$ cat src/rrsg_pkg.sv
// ----------------------------------------------------------------------------
// rrsg_pkg
// Shared types, sizes and codes for the round-robin single-grant scheduler.
// ----------------------------------------------------------------------------
package rrsg_pkg;

    localparam int SLOTS    = 6;
    localparam int SLOT_W   = 3;
    localparam int CUR_W    = $clog2(SLOTS);
    localparam int OP_W     = 3;
    localparam int BLK_W    = 24;
    localparam int TIME_W   = 32;
    localparam int COOL_W   = 16;
    localparam int FAIL_W   = 8;
    localparam int REF_W    = 3;
    localparam int CFG_IDX_W = 2;
    localparam int CFG_DATA_W = 24;

    localparam logic [BLK_W-1:0]  MIN_FREE_RST  = BLK_W'(10240);
    localparam logic [COOL_W-1:0] COOLDOWN_RST  = COOL_W'(500);
    localparam logic [FAIL_W-1:0] FAIL_LIMIT_RST = FAIL_W'(36);
    localparam logic [FAIL_W-1:0] FAIL_MAX      = '1;

    localparam logic [OP_W-1:0] OP_START   = OP_W'(0);
    localparam logic [OP_W-1:0] OP_DONE    = OP_W'(1);
    localparam logic [OP_W-1:0] OP_ADVANCE = OP_W'(2);
    localparam logic [OP_W-1:0] OP_SUCCESS = OP_W'(3);
    localparam logic [OP_W-1:0] OP_FAILURE = OP_W'(4);

    localparam logic [REF_W-1:0] REF_GRANTED  = REF_W'(0);
    localparam logic [REF_W-1:0] REF_BUSY     = REF_W'(1);
    localparam logic [REF_W-1:0] REF_NOT_TURN = REF_W'(2);
    localparam logic [REF_W-1:0] REF_LOW_HEAP = REF_W'(3);
    localparam logic [REF_W-1:0] REF_COOLDOWN = REF_W'(4);
    localparam logic [REF_W-1:0] REF_NO_REQ   = REF_W'(5);

    localparam logic [CFG_IDX_W-1:0] CFG_MIN_FREE   = CFG_IDX_W'(0);
    localparam logic [CFG_IDX_W-1:0] CFG_COOLDOWN   = CFG_IDX_W'(1);
    localparam logic [CFG_IDX_W-1:0] CFG_FAIL_LIMIT = CFG_IDX_W'(2);

    typedef logic [SLOTS-1:0] t_slots;

    typedef struct packed {
        logic [OP_W-1:0]   opcode;
        logic [SLOT_W-1:0] slot;
        logic [SLOTS-1:0]  due_mask;
        logic [BLK_W-1:0]  free_block;
        logic [TIME_W-1:0] now_ms;
    } t_item;

    typedef struct packed {
        logic [BLK_W-1:0]  min_free_block;
        logic [COOL_W-1:0] cooldown_length;
        logic [FAIL_W-1:0] fail_limit;
    } t_cfg;

    typedef struct packed {
        logic              granted;
        logic [REF_W-1:0]  refusal;
        logic [CUR_W-1:0]  cursor;
        logic              busy_res;
        logic              restart_request;
    } t_result;

endpackage

$ cat src/rrsg_in_if.sv
// ----------------------------------------------------------------------------
// rrsg_in_if
// Request channel: valid/ready handshake with one scheduler item.
// ----------------------------------------------------------------------------
interface rrsg_in_if;
    logic                        valid;
    logic                        ready;
    logic [rrsg_pkg::OP_W-1:0]   opcode;
    logic [rrsg_pkg::SLOT_W-1:0] slot;
    logic [rrsg_pkg::SLOTS-1:0]  due_mask;
    logic [rrsg_pkg::BLK_W-1:0]  free_block;
    logic [rrsg_pkg::TIME_W-1:0] now_ms;

    modport source (output valid, opcode, slot, due_mask, free_block, now_ms,
                    input ready);
    modport sink   (input valid, opcode, slot, due_mask, free_block, now_ms,
                    output ready);
endinterface

$ cat src/rrsg_out_if.sv
// ----------------------------------------------------------------------------
// rrsg_out_if
// Result channel: valid/ready handshake with one scheduler result.
// ----------------------------------------------------------------------------
interface rrsg_out_if;
    logic                        valid;
    logic                        ready;
    logic                        granted;
    logic [rrsg_pkg::REF_W-1:0]  refusal;
    logic [rrsg_pkg::CUR_W-1:0]  cursor;
    logic                        busy_res;
    logic                        restart_request;

    modport source (output valid, granted, refusal, cursor, busy_res,
                    restart_request, input ready);
    modport sink   (input valid, granted, refusal, cursor, busy_res,
                    restart_request, output ready);
endinterface

$ cat src/rrsg_cfg_regs.sv
// ----------------------------------------------------------------------------
// rrsg_cfg_regs
// Configuration registers: heap threshold, cooldown length, failure limit.
// ----------------------------------------------------------------------------
module rrsg_cfg_regs (
    input  logic                               i_clk,
    input  logic                               i_rst_n,
    input  logic                               i_cfg_we,
    input  logic [rrsg_pkg::CFG_IDX_W-1:0]     i_cfg_idx,
    input  logic [rrsg_pkg::CFG_DATA_W-1:0]    i_cfg_data,
    output rrsg_pkg::t_cfg                     o_cfg
);

    rrsg_pkg::t_cfg r_cfg;
    rrsg_pkg::t_cfg n_cfg;

    always_comb begin
        n_cfg = r_cfg;
        if (i_cfg_we) begin
            unique case (i_cfg_idx)
                rrsg_pkg::CFG_MIN_FREE: begin
                    n_cfg.min_free_block = i_cfg_data[rrsg_pkg::BLK_W-1:0];
                end
                rrsg_pkg::CFG_COOLDOWN: begin
                    n_cfg.cooldown_length = i_cfg_data[rrsg_pkg::COOL_W-1:0];
                end
                rrsg_pkg::CFG_FAIL_LIMIT: begin
                    n_cfg.fail_limit = i_cfg_data[rrsg_pkg::FAIL_W-1:0];
                end
                default: begin
                    n_cfg = r_cfg;
                end
            endcase
        end
    end

    always_ff @(posedge i_clk) begin
        if (!i_rst_n) begin
            r_cfg.min_free_block  <= rrsg_pkg::MIN_FREE_RST;
            r_cfg.cooldown_length <= rrsg_pkg::COOLDOWN_RST;
            r_cfg.fail_limit      <= rrsg_pkg::FAIL_LIMIT_RST;
        end else begin
            r_cfg <= n_cfg;
        end
    end

    assign o_cfg = r_cfg;

endmodule

$ cat src/rrsg_sched.sv
// ----------------------------------------------------------------------------
// rrsg_sched
// Scheduler state and single-pass next-state / result logic per transaction.
// ----------------------------------------------------------------------------
module rrsg_sched (
    input  logic                 i_clk,
    input  logic                 i_rst_n,
    input  logic                 i_step,
    input  rrsg_pkg::t_item      i_item,
    input  rrsg_pkg::t_cfg       i_cfg,
    output rrsg_pkg::t_result    o_res
);

    localparam int IDX_W = rrsg_pkg::CUR_W + 1;

    rrsg_pkg::t_slots                  r_grant_flags;
    rrsg_pkg::t_slots                  n_grant_flags;
    logic [rrsg_pkg::CUR_W-1:0]        r_cursor;
    logic [rrsg_pkg::CUR_W-1:0]        n_cursor;
    logic [rrsg_pkg::TIME_W-1:0]       r_cool_until;
    logic [rrsg_pkg::TIME_W-1:0]       n_cool_until;
    logic [rrsg_pkg::FAIL_W-1:0]       r_fail_count;
    logic [rrsg_pkg::FAIL_W-1:0]       n_fail_count;

    logic                              slot_ok;
    rrsg_pkg::t_slots                  slot_bit;
    logic                              held;
    logic                              busy;
    logic                              low_heap;
    logic                              cooling;
    logic [rrsg_pkg::CUR_W-1:0]        done_cursor;
    logic [rrsg_pkg::CUR_W-1:0]        adv_cursor;
    logic                              found;
    logic [IDX_W-1:0]                  idx;
    logic [rrsg_pkg::FAIL_W-1:0]       fail_inc;

    assign slot_ok  = i_item.slot < rrsg_pkg::SLOT_W'(rrsg_pkg::SLOTS);
    assign slot_bit = slot_ok ? (rrsg_pkg::t_slots'(1) << i_item.slot) : '0;
    assign held     = (r_grant_flags & slot_bit) != '0;
    assign busy     = r_grant_flags != '0;
    assign low_heap = i_item.free_block < i_cfg.min_free_block;
    assign cooling  = i_item.now_ms < r_cool_until;
    assign fail_inc = (r_fail_count != rrsg_pkg::FAIL_MAX) ?
                      r_fail_count + rrsg_pkg::FAIL_W'(1) : r_fail_count;

    assign done_cursor =
        (i_item.slot == rrsg_pkg::SLOT_W'(rrsg_pkg::SLOTS - 1)) ?
        '0 : rrsg_pkg::CUR_W'(i_item.slot + rrsg_pkg::SLOT_W'(1));

    // rotate from cursor, first due slot wins
    always_comb begin
        found      = 1'b0;
        adv_cursor = (r_cursor == rrsg_pkg::CUR_W'(rrsg_pkg::SLOTS - 1)) ?
                     '0 : r_cursor + rrsg_pkg::CUR_W'(1);
        idx        = '0;
        for (int i = 0; i < rrsg_pkg::SLOTS; i++) begin
            idx = {1'b0, r_cursor} + IDX_W'(i);
            if (idx >= IDX_W'(rrsg_pkg::SLOTS)) begin
                idx = idx - IDX_W'(rrsg_pkg::SLOTS);
            end
            if (!found && i_item.due_mask[idx[rrsg_pkg::CUR_W-1:0]]) begin
                found      = 1'b1;
                adv_cursor = idx[rrsg_pkg::CUR_W-1:0];
            end
        end
    end

    always_comb begin
        n_grant_flags         = r_grant_flags;
        n_cursor              = r_cursor;
        n_cool_until          = r_cool_until;
        n_fail_count          = r_fail_count;
        o_res.granted         = 1'b0;
        o_res.refusal         = rrsg_pkg::REF_NO_REQ;
        o_res.restart_request = 1'b0;
        unique case (i_item.opcode)
            rrsg_pkg::OP_START: begin
                priority if (held) begin
                    o_res.granted = 1'b1;
                    o_res.refusal = rrsg_pkg::REF_GRANTED;
                end else if (busy) begin
                    o_res.refusal = rrsg_pkg::REF_BUSY;
                end else if (rrsg_pkg::CUR_W'(i_item.slot) != r_cursor || !slot_ok) begin
                    o_res.refusal = rrsg_pkg::REF_NOT_TURN;
                end else if (low_heap) begin
                    o_res.refusal = rrsg_pkg::REF_LOW_HEAP;
                end else if (cooling) begin
                    o_res.refusal = rrsg_pkg::REF_COOLDOWN;
                end else begin
                    n_grant_flags = r_grant_flags | slot_bit;
                    o_res.granted = 1'b1;
                    o_res.refusal = rrsg_pkg::REF_GRANTED;
                end
            end
            rrsg_pkg::OP_DONE: begin
                if (slot_ok) begin
                    n_grant_flags = r_grant_flags & ~slot_bit;
                    n_cursor      = done_cursor;
                    if (held) begin
                        n_cool_until = i_item.now_ms +
                                       rrsg_pkg::TIME_W'(i_cfg.cooldown_length);
                    end
                end
            end
            rrsg_pkg::OP_ADVANCE: begin
                if (!busy && !cooling && !low_heap) begin
                    n_cursor = adv_cursor;
                end
            end
            rrsg_pkg::OP_SUCCESS: begin
                n_fail_count = '0;
            end
            rrsg_pkg::OP_FAILURE: begin
                n_fail_count          = fail_inc;
                o_res.restart_request = fail_inc >= i_cfg.fail_limit;
            end
            default: begin
                o_res.refusal = rrsg_pkg::REF_NO_REQ;
            end
        endcase
        o_res.cursor   = n_cursor;
        o_res.busy_res = n_grant_flags != '0;
    end

    always_ff @(posedge i_clk) begin
        if (!i_rst_n) begin
            r_grant_flags <= '0;
            r_cursor      <= '0;
            r_cool_until  <= '0;
            r_fail_count  <= '0;
        end else if (i_step) begin
            r_grant_flags <= n_grant_flags;
            r_cursor      <= n_cursor;
            r_cool_until  <= n_cool_until;
            r_fail_count  <= n_fail_count;
        end
    end

`ifndef SYNTHESIS
    a_single_grant: assert property (@(posedge i_clk) disable iff (!i_rst_n)
        $onehot0(r_grant_flags))
        else $error("more than one slot holds a grant");

    a_cursor_range: assert property (@(posedge i_clk) disable iff (!i_rst_n)
        r_cursor < rrsg_pkg::CUR_W'(rrsg_pkg::SLOTS))
        else $error("turn cursor out of slot range");

    a_done_releases: assert property (@(posedge i_clk) disable iff (!i_rst_n)
        (i_step && i_item.opcode == rrsg_pkg::OP_DONE && slot_ok)
        |=> ((r_grant_flags & $past(slot_bit)) == '0))
        else $error("done transaction left its grant set");

    a_fail_saturates: assert property (@(posedge i_clk) disable iff (!i_rst_n)
        (i_step && i_item.opcode == rrsg_pkg::OP_FAILURE &&
         r_fail_count == rrsg_pkg::FAIL_MAX)
        |=> (r_fail_count == rrsg_pkg::FAIL_MAX))
        else $error("failure counter wrapped");
`endif

endmodule

$ cat src/round_robin_single_grant_scheduler_core.sv
// ----------------------------------------------------------------------------
// round_robin_single_grant_scheduler_core: round-robin single-grant scheduler
// Datapath: an accepted transaction is registered in r_s1, then its result is registered in r_out.
// Throughput: one transaction per cycle while o_out.ready does not stall; state updates in one combinational pass.
// Reset (sync, active low): grants, cursor, cooldown, fail count cleared; config to defaults.
// ----------------------------------------------------------------------------
module round_robin_single_grant_scheduler_core (
    input  logic                            i_clk,
    input  logic                            i_rst_n,
    rrsg_in_if.sink                         i_in,
    rrsg_out_if.source                      o_out,
    input  logic                            i_cfg_we,
    input  logic [rrsg_pkg::CFG_IDX_W-1:0]  i_cfg_idx,
    input  logic [rrsg_pkg::CFG_DATA_W-1:0] i_cfg_data
);

    rrsg_pkg::t_cfg     cfg;
    rrsg_pkg::t_result  res;
    logic               s1_fire;
    logic               in_fire;

    logic               r_s1_valid;
    rrsg_pkg::t_item    r_s1;
    logic               r_out_valid;
    rrsg_pkg::t_result  r_out;

    assign s1_fire   = r_s1_valid && (!r_out_valid || o_out.ready);
    assign i_in.ready = !r_s1_valid || s1_fire;
    assign in_fire   = i_in.valid && i_in.ready;

    rrsg_cfg_regs u_cfg (
        .i_clk      (i_clk),
        .i_rst_n    (i_rst_n),
        .i_cfg_we   (i_cfg_we),
        .i_cfg_idx  (i_cfg_idx),
        .i_cfg_data (i_cfg_data),
        .o_cfg      (cfg)
    );

    rrsg_sched u_sched (
        .i_clk   (i_clk),
        .i_rst_n (i_rst_n),
        .i_step  (s1_fire),
        .i_item  (r_s1),
        .i_cfg   (cfg),
        .o_res   (res)
    );

    always_ff @(posedge i_clk) begin
        if (!i_rst_n) begin
            r_s1_valid  <= 1'b0;
            r_out_valid <= 1'b0;
        end else begin
            if (in_fire) begin
                r_s1_valid <= 1'b1;
            end else if (s1_fire) begin
                r_s1_valid <= 1'b0;
            end
            if (s1_fire) begin
                r_out_valid <= 1'b1;
            end else if (o_out.ready) begin
                r_out_valid <= 1'b0;
            end
        end
    end

    always_ff @(posedge i_clk) begin
        if (in_fire) begin
            r_s1.opcode     <= i_in.opcode;
            r_s1.slot       <= i_in.slot;
            r_s1.due_mask   <= i_in.due_mask;
            r_s1.free_block <= i_in.free_block;
            r_s1.now_ms     <= i_in.now_ms;
        end
        if (s1_fire) begin
            r_out <= res;
        end
    end

    assign o_out.valid           = r_out_valid;
    assign o_out.granted         = r_out.granted;
    assign o_out.refusal         = r_out.refusal;
    assign o_out.cursor          = r_out.cursor;
    assign o_out.busy_res        = r_out.busy_res;
    assign o_out.restart_request = r_out.restart_request;

endmodule
$ cat src/flat_wrapper.sv
// flat-port wrapper written by rule: the top's interface ports become plain ports
module round_robin_single_grant_scheduler_core_flat 
  (i_clk, i_rst_n, i_cfg_we, i_cfg_idx, i_cfg_data, i_in_valid, i_in_opcode, i_in_slot, i_in_due_mask, i_in_free_block, i_in_now_ms, i_in_ready, o_out_valid, o_out_granted, o_out_refusal, o_out_cursor, o_out_busy_res, o_out_restart_request, o_out_ready);
  rrsg_in_if i_in_i ();
  rrsg_out_if o_out_i ();
  input  logic i_clk;
  input  logic i_rst_n;
  input  logic i_cfg_we;
  input  logic [rrsg_pkg::CFG_IDX_W-1:0] i_cfg_idx;
  input  logic [rrsg_pkg::CFG_DATA_W-1:0] i_cfg_data;
  input wire logic [$bits(i_in_i.valid)-1:0] i_in_valid;
  input wire logic [$bits(i_in_i.opcode)-1:0] i_in_opcode;
  input wire logic [$bits(i_in_i.slot)-1:0] i_in_slot;
  input wire logic [$bits(i_in_i.due_mask)-1:0] i_in_due_mask;
  input wire logic [$bits(i_in_i.free_block)-1:0] i_in_free_block;
  input wire logic [$bits(i_in_i.now_ms)-1:0] i_in_now_ms;
  output wire logic [$bits(i_in_i.ready)-1:0] i_in_ready;
  output wire logic [$bits(o_out_i.valid)-1:0] o_out_valid;
  output wire logic [$bits(o_out_i.granted)-1:0] o_out_granted;
  output wire logic [$bits(o_out_i.refusal)-1:0] o_out_refusal;
  output wire logic [$bits(o_out_i.cursor)-1:0] o_out_cursor;
  output wire logic [$bits(o_out_i.busy_res)-1:0] o_out_busy_res;
  output wire logic [$bits(o_out_i.restart_request)-1:0] o_out_restart_request;
  input wire logic [$bits(o_out_i.ready)-1:0] o_out_ready;
  assign i_in_i.valid = i_in_valid;
  assign i_in_i.opcode = i_in_opcode;
  assign i_in_i.slot = i_in_slot;
  assign i_in_i.due_mask = i_in_due_mask;
  assign i_in_i.free_block = i_in_free_block;
  assign i_in_i.now_ms = i_in_now_ms;
  assign i_in_ready = i_in_i.ready;
  assign o_out_valid = o_out_i.valid;
  assign o_out_granted = o_out_i.granted;
  assign o_out_refusal = o_out_i.refusal;
  assign o_out_cursor = o_out_i.cursor;
  assign o_out_busy_res = o_out_i.busy_res;
  assign o_out_restart_request = o_out_i.restart_request;
  assign o_out_i.ready = o_out_ready;
  round_robin_single_grant_scheduler_core u_core (.i_clk(i_clk), .i_rst_n(i_rst_n), .i_in(i_in_i), .o_out(o_out_i), .i_cfg_we(i_cfg_we), .i_cfg_idx(i_cfg_idx), .i_cfg_data(i_cfg_data));
endmodule
$ cat config.mk
export PLATFORM = sky130hd
export DESIGN_NAME = round_robin_single_grant_scheduler_core_flat
export DESIGN_NICKNAME = d
export VERILOG_FILES = /design/src/rrsg_pkg.sv /design/src/rrsg_in_if.sv /design/src/rrsg_out_if.sv /design/src/rrsg_cfg_regs.sv /design/src/rrsg_sched.sv /design/src/round_robin_single_grant_scheduler_core.sv /design/src/flat_wrapper.sv
export SDC_FILE = /design/constraint.sdc
export NUM_CORES = 1
export LEC_CHECK = 0
export BUFFER_PORTS_ARGS = -buffer_cell sky130_fd_sc_hd__buf_2
export CAP_MARGIN = 30
export CORE_MARGIN = 2
export CORE_UTILIZATION = 64
export CTS_CLUSTER_SIZE = 24
export DETAILED_ROUTE_END_ITERATION = 10
export PLACE_DENSITY = 0.89
export SLEW_MARGIN = 0
export SYNTH_ARGS = -nofsm -noshare
export SYNTH_HDL_FRONTEND = slang
export SYNTH_SLANG_ARGS = --single-unit
$ cat constraint.sdc
create_clock -name i_clk -period 6.3 [get_ports i_clk]
set_input_delay 0.315 -clock i_clk [delete_from_list [all_inputs] [get_ports i_clk]]
set_output_delay 0.315 -clock i_clk [all_outputs]
set_load 0.01 [all_outputs]
* Yosys cells after proc, flatten, opt, wreduce, memory -nomap -nowiden
Index checks and enable logic that the tools add are counted.
Cells by class: equality and inequality tests 10, bitwise logic cells 5, multiplexer cells 57, shift operators 1, reductions and logical operators 37, add/subtract/negate cells 15, $lt $le $gt $ge 16
Operator list (count):
- 3-bit two-way mux | 20
- 6-bit two-way mux | 7
- 32-bit by 16-bit adder with 32-bit output | 1
- 32-bit less-than comparator | 1
- 24-bit less-than comparator | 1
- 3-bit by 4-bit less-than comparator with 1-bit output, second input constant | 6
- 4-bit by 3-bit greater-or-equal comparator with 1-bit output, second input constant | 5
- 1-bit two-way mux | 19
- 1-bit binary-select mux with 3-bit select | 6
- 6-bit nonzero test | 3
- 3-bit subtractor, second input constant | 6
- 8-bit case mux with 2 select lines | 1
- 6-bit bitwise AND | 2
- 6-bit case mux with 2 select lines | 1
- 1-bit zero test | 11
- 3-bit equality test, second input constant | 3
- 1-bit logical AND | 9
- 3-bit by 2-bit adder with 4-bit output, second input constant | 2
- 3-bit by 3-bit adder with 4-bit output, second input constant | 2
- 8-bit by 1-bit adder with 8-bit output, second input constant | 1
- 8-bit greater-or-equal comparator | 1
- 8-bit two-way mux | 1
- 8-bit inequality test, second input constant | 1
- 2-bit AND reduction | 4
- 21 further kinds | 27
Storage, ports and cells: input bits 99, bits in registers 176, output and inout port bits 11, logic and storage cells 161

* Longest topological paths before layout
depth after elaboration 22, depth in mapped cells 15, mapped depth without buffers 15

* Hierarchy
A second synthesis with hierarchy kept.
Second synthesis, totals: cells, all modules 1054, area, all modules 10109.7 um^2
Modules (own cells, without submodules):
- rrsg_sched | instances 1, area an instance 5743.0 um^2, cells each 772, sequential area each 980.9 um^2
- round_robin_single_grant_scheduler_core | instances 1, area an instance 2416.1 um^2, cells each 86, sequential area each 2352.3 um^2
- rrsg_cfg_regs | instances 1, area an instance 1950.6 um^2, cells each 196, sequential area each 960.9 um^2

* Least setup slack after synthesis
Ideal clock, no wire load.
path type reg2reg, start register u_core.u_sched.r_cursor[0] (netlist bit), end register u_core.r_out (netlist bit u_core.o_out.cursor[2]), data pin, buffers on the path 3, stages on the path, launching flop included 15, setup time 261 ps, data required time 6039 ps, data arrival time 2800 ps, setup slack 3239 ps, clock period less this slack 3061 ps, cells stage by stage dfxtp_1 buf_6 buf_6 inv_1 ha_1 buf_1 o21ai_0 mux2i_1 mux2_4 o211ai_1 and3_1 nor4_1 o32a_1 a31oi_1 nand2_1
RTL lines:
- start: declaration | RTL line rrsg_sched.sv:18 | logic [rrsg_pkg::CUR_W-1:0] r_cursor;
- start signal: assignment | RTL line rrsg_sched.sv:133 | r_cursor <= n_cursor;
- end signal: assignment | RTL line round_robin_single_grant_scheduler_core.sv:76 | r_out <= res;
- end: declaration | RTL line round_robin_single_grant_scheduler_core.sv:25 | rrsg_pkg::t_result r_out;

==> summary.txt <==
flop-to-flop setup slack: 2.40 ns
syn_area_per_cell: 9.37 sq um
max-cap violations: 0
share of cells above drive strength 1: 0.138
Vias/cell: 5.91
vias in the first global route: 7501
#FFs+latches synth: 176
Critical R2R Launch: u_core.u_sched.r_cursor[0]
CTS sink cnt: 176
Post-DRT Antenna Nets: 0
Critical Path AT: 4.07 ns
fin crit period: 3.90 ns
Hold Startpoint: i_in_free_block[4]
Internal: 1970 uW
sequential share of the synthesized area: 0.436
PortBufs: 109
crit-path max FO: 19
Comb power frac: 0.126
cts hold-fix bufs: 0
Worst Hold Depth: 1
Slew headroom: 0.368
final period utilization: 0.619
NetSw: 668 uW
chip width: 128 microns
Worst-Skew Late Latency: 0.43 ns
GR Overflow Total: 0
Clk pwr share: 0.391
RR Endpoint: u_core.o_out.cursor[2]
end point of the worst hold path: u_core.r_s1[36]
area delta synth->final: 12.3%
Reg power frac: 0.483
Syn Nets: 1240
Sw Ratio: 0.253
drt total wl: 21300 microns
count of flip-flops with a built-in enable after synthesis: 77
Critical Path RT: 6.47 ns
YS warnings: 0
initial antenna violation count: 0
Final Skew: 0.00882 ns
global-route wire length before repair: 35100 microns
Initial Utilization: 0.651
final slew viol count: 0
fraction of registers with async set/reset: 0
clock tree buffer depth: 2
P_leak: 0.00434 uW
htree depth: 4
First-pass DRT Iterations: 6
fin worst setup slack: 2.40 ns
WL/cell: 15.8 microns
ant diodes: 0
final hold vios: 0
Min-Delay Path Class: in -> reg
nets: 1332
Worst Setup Start Kind: register
via count: 7943
global-route usage over all layers: 0.267
PostCTS Resize Cnt: 0
Setup CP Type: reg -> reg
IO Pins: 110
fmax: 256 MHz
# Post-CTS Setup Buffers: 0
pwr dens: 238 nW/um^2
pin count of the biggest net entering global routing: 102
Peak supply drop: 0.000200 V
Initial DRC Count: 673
Setup Viol. Count Final: 0
GPL Wtd Cong: 0.927
core area: 15100 sq um
Die Footprint: 16400 sq um
status: complete, no violations
FF-to-FF path depth: 11
Detailed Place HPWL: 14700 microns
clock root buffer: clkbuf_16
TNS Setup: 0 ns
Rows: 45
drc violations: 0
clock-pin slew on the worst setup and hold paths: 0.07 ns
Mapped Cells: 1052
Die H: 128 microns
Cell Area, Synth: 9860 sq um
Crit. End Element: register
CTS buffer count: 17
distinct cell type count after synthesis: 68
fillers: 1065
unrepaired setup endpoints after global routing: no
CTS tree: done
Worst Max-Slew Pin Slew: 0.948 ns
pre-CTS worst setup slack: 2.49 ns
ys flop type: dfxtp_1
==> power groups by stage <==
stage | sequential, uW | combinational, uW | clock (uW)
final | 1270 | 332 | 1030
after global routing | 1280 | 371 | 1100
after CTS | 1270 | 329 | 1050
after detailed placement | 1300 | 324 | 0
after global placement | 1300 | 314 | 0
after floorplan | 1280 | 237 | 0
==> through the flow <==
stage | utilization | total power (uW) | cells | hold WS [ns] | cell area [sq um]
floorplan | - | 1520 | 1052 | 0.414 | 9860
global placement | 0.694 | 1610 | 1313 | 0.451 | 10500
detailed placement | 0.694 | 1620 | 1313 | 0.459 | 10500
CTS | 0.731 | 2650 | 1344 | 0.0436 | 11100
global route | 0.731 | 2740 | 1344 | 0.0387 | 11100
finish | 0.731 | 2640 | 1344 | 0.0545 | 11100
==> sequential cells by signal, indices dropped and copies added (netlist names) <==
signal / count
u_core.r_s1_valid: 1
u_core.r_s1: 68
u_core.u_sched.r_cool_until: 32
u_core.u_cfg.o_cfg: 48
u_core.u_sched.r_grant_flags: 6
u_core.u_sched.r_fail_count: 8
u_core.o_out.busy_res: 1
u_core.o_out.cursor: 3
u_core.o_out.refusal: 3
u_core.u_sched.r_cursor: 3
u_core.o_out.granted: 1
u_core.o_out.restart_request: 1
u_core.o_out.valid: 1
==> kinds of logic (layout without fill, tap and decap cells) <==
logic type / count (synthesis) / count (layout) / share of synthesized area
AOI/OAI and AO/OA: 263 / 263 / 0.175
xor gates and xnor gates: 36 / 36 / 0.0328
muxes: 21 / 21 / 0.0269
DFF: 176 / 176 / 0.436
and+or+nand+nor: 345 / 345 / 0.168
adders and majority gates: 89 / 89 / 0.114
buffers and inverters: 122 / 226 / 0.0481
==> cell usage in the layout (no fill, tap or decap), types with 4 or more instances in the layout <==
cell type and n:
nand2_1 156, xnor2_1 15, o21a_1 10, clkbuf_16 17, ha_1 88, nor4_1 9, a21oi_1 59, nand2b_1 9
o21ai_0 69, nand3b_1 4, edfxtp_1 77, a211oi_1 8, o2111ai_1 4, a22oi_1 7, nand4_1 14, and2_1 21
mux2i_1 13, o211ai_1 14, dfxtp_1 99, nor3b_1 5, nor3_1 18, a31oi_1 10, a21o_1 8, inv_1 83
nor2b_1 22, nand3_1 29, o31ai_1 4, nor2_1 34, buf_2 108, or3_1 5, and3_1 10, a21boi_0 40
xor2_1 20
==> worst max path at each step <==
stage / from / to / slack (ns) / cells after the start
final: u_core.u_sched.r_cursor[0] / u_core.o_out.cursor[2] / 2.40 / 11
after global routing: u_core.u_sched.r_cursor[0] / u_core.o_out.cursor[2] / 2.20 / 11
after floorplan: u_core.u_sched.r_cursor[0] / u_core.o_out.cursor[2] / 3.24 / 14
after global placement: u_core.u_sched.r_cursor[0] / u_core.o_out.cursor[2] / 2.59 / 11
after detailed placement: u_core.u_sched.r_cursor[0] / u_core.o_out.cursor[2] / 2.49 / 11
after CTS: u_core.u_sched.r_cursor[0] / u_core.o_out.cursor[2] / 2.46 / 11
==> cell type report <==
cell class	count	area (sq um)	share of cell area
Multi-Input combinational cell	754	5100	0.460
Sequential cell	176	4290	0.388
Timing Repair Buffer	111	563	0.0509
Clock buffer	20	437	0.0394
Inverter	84	315	0.0285
Tap cell	188	235	0.0212
Clock inverter	11	130	0.0118
==> worst max-delay path, stage by stage (launching register included) <==
cell	delay [ns]
dfxtp_1	0.91
inv_1	0.10
ha_1	0.63
o21ai_0	0.17
mux2i_1	0.33
mux2_4	0.35
o21ai_2	0.19
nand2b_1	0.24
nor2_1	0.08
o32a_1	0.30
a31oi_1	0.24
nand2_1	0.09
==> cells in the mapped netlist (29+ instances only) <==
library cell	n	area (sq um)
nand2_1	156	586
dfxtp_1	99	1980
ha_1	88	1100
inv_1	83	312
edfxtp_1	77	2310
o21ai_0	69	345
a21oi_1	59	295
a21boi_0	40	300
clkbuf_1	34	128
nor2_1	34	128
nand3_1	29	145
==> metal layers <==
metal,wire (microns),track usage,vias to the layer above
met4,439,0.0924,0
li1,-,-,3926
met2,10600,0.450,268
met3,1180,0.0530,45
met1,9110,0.344,3704
met5,0,0,-
No activity file was read; power rests on OpenSTA's default activity.
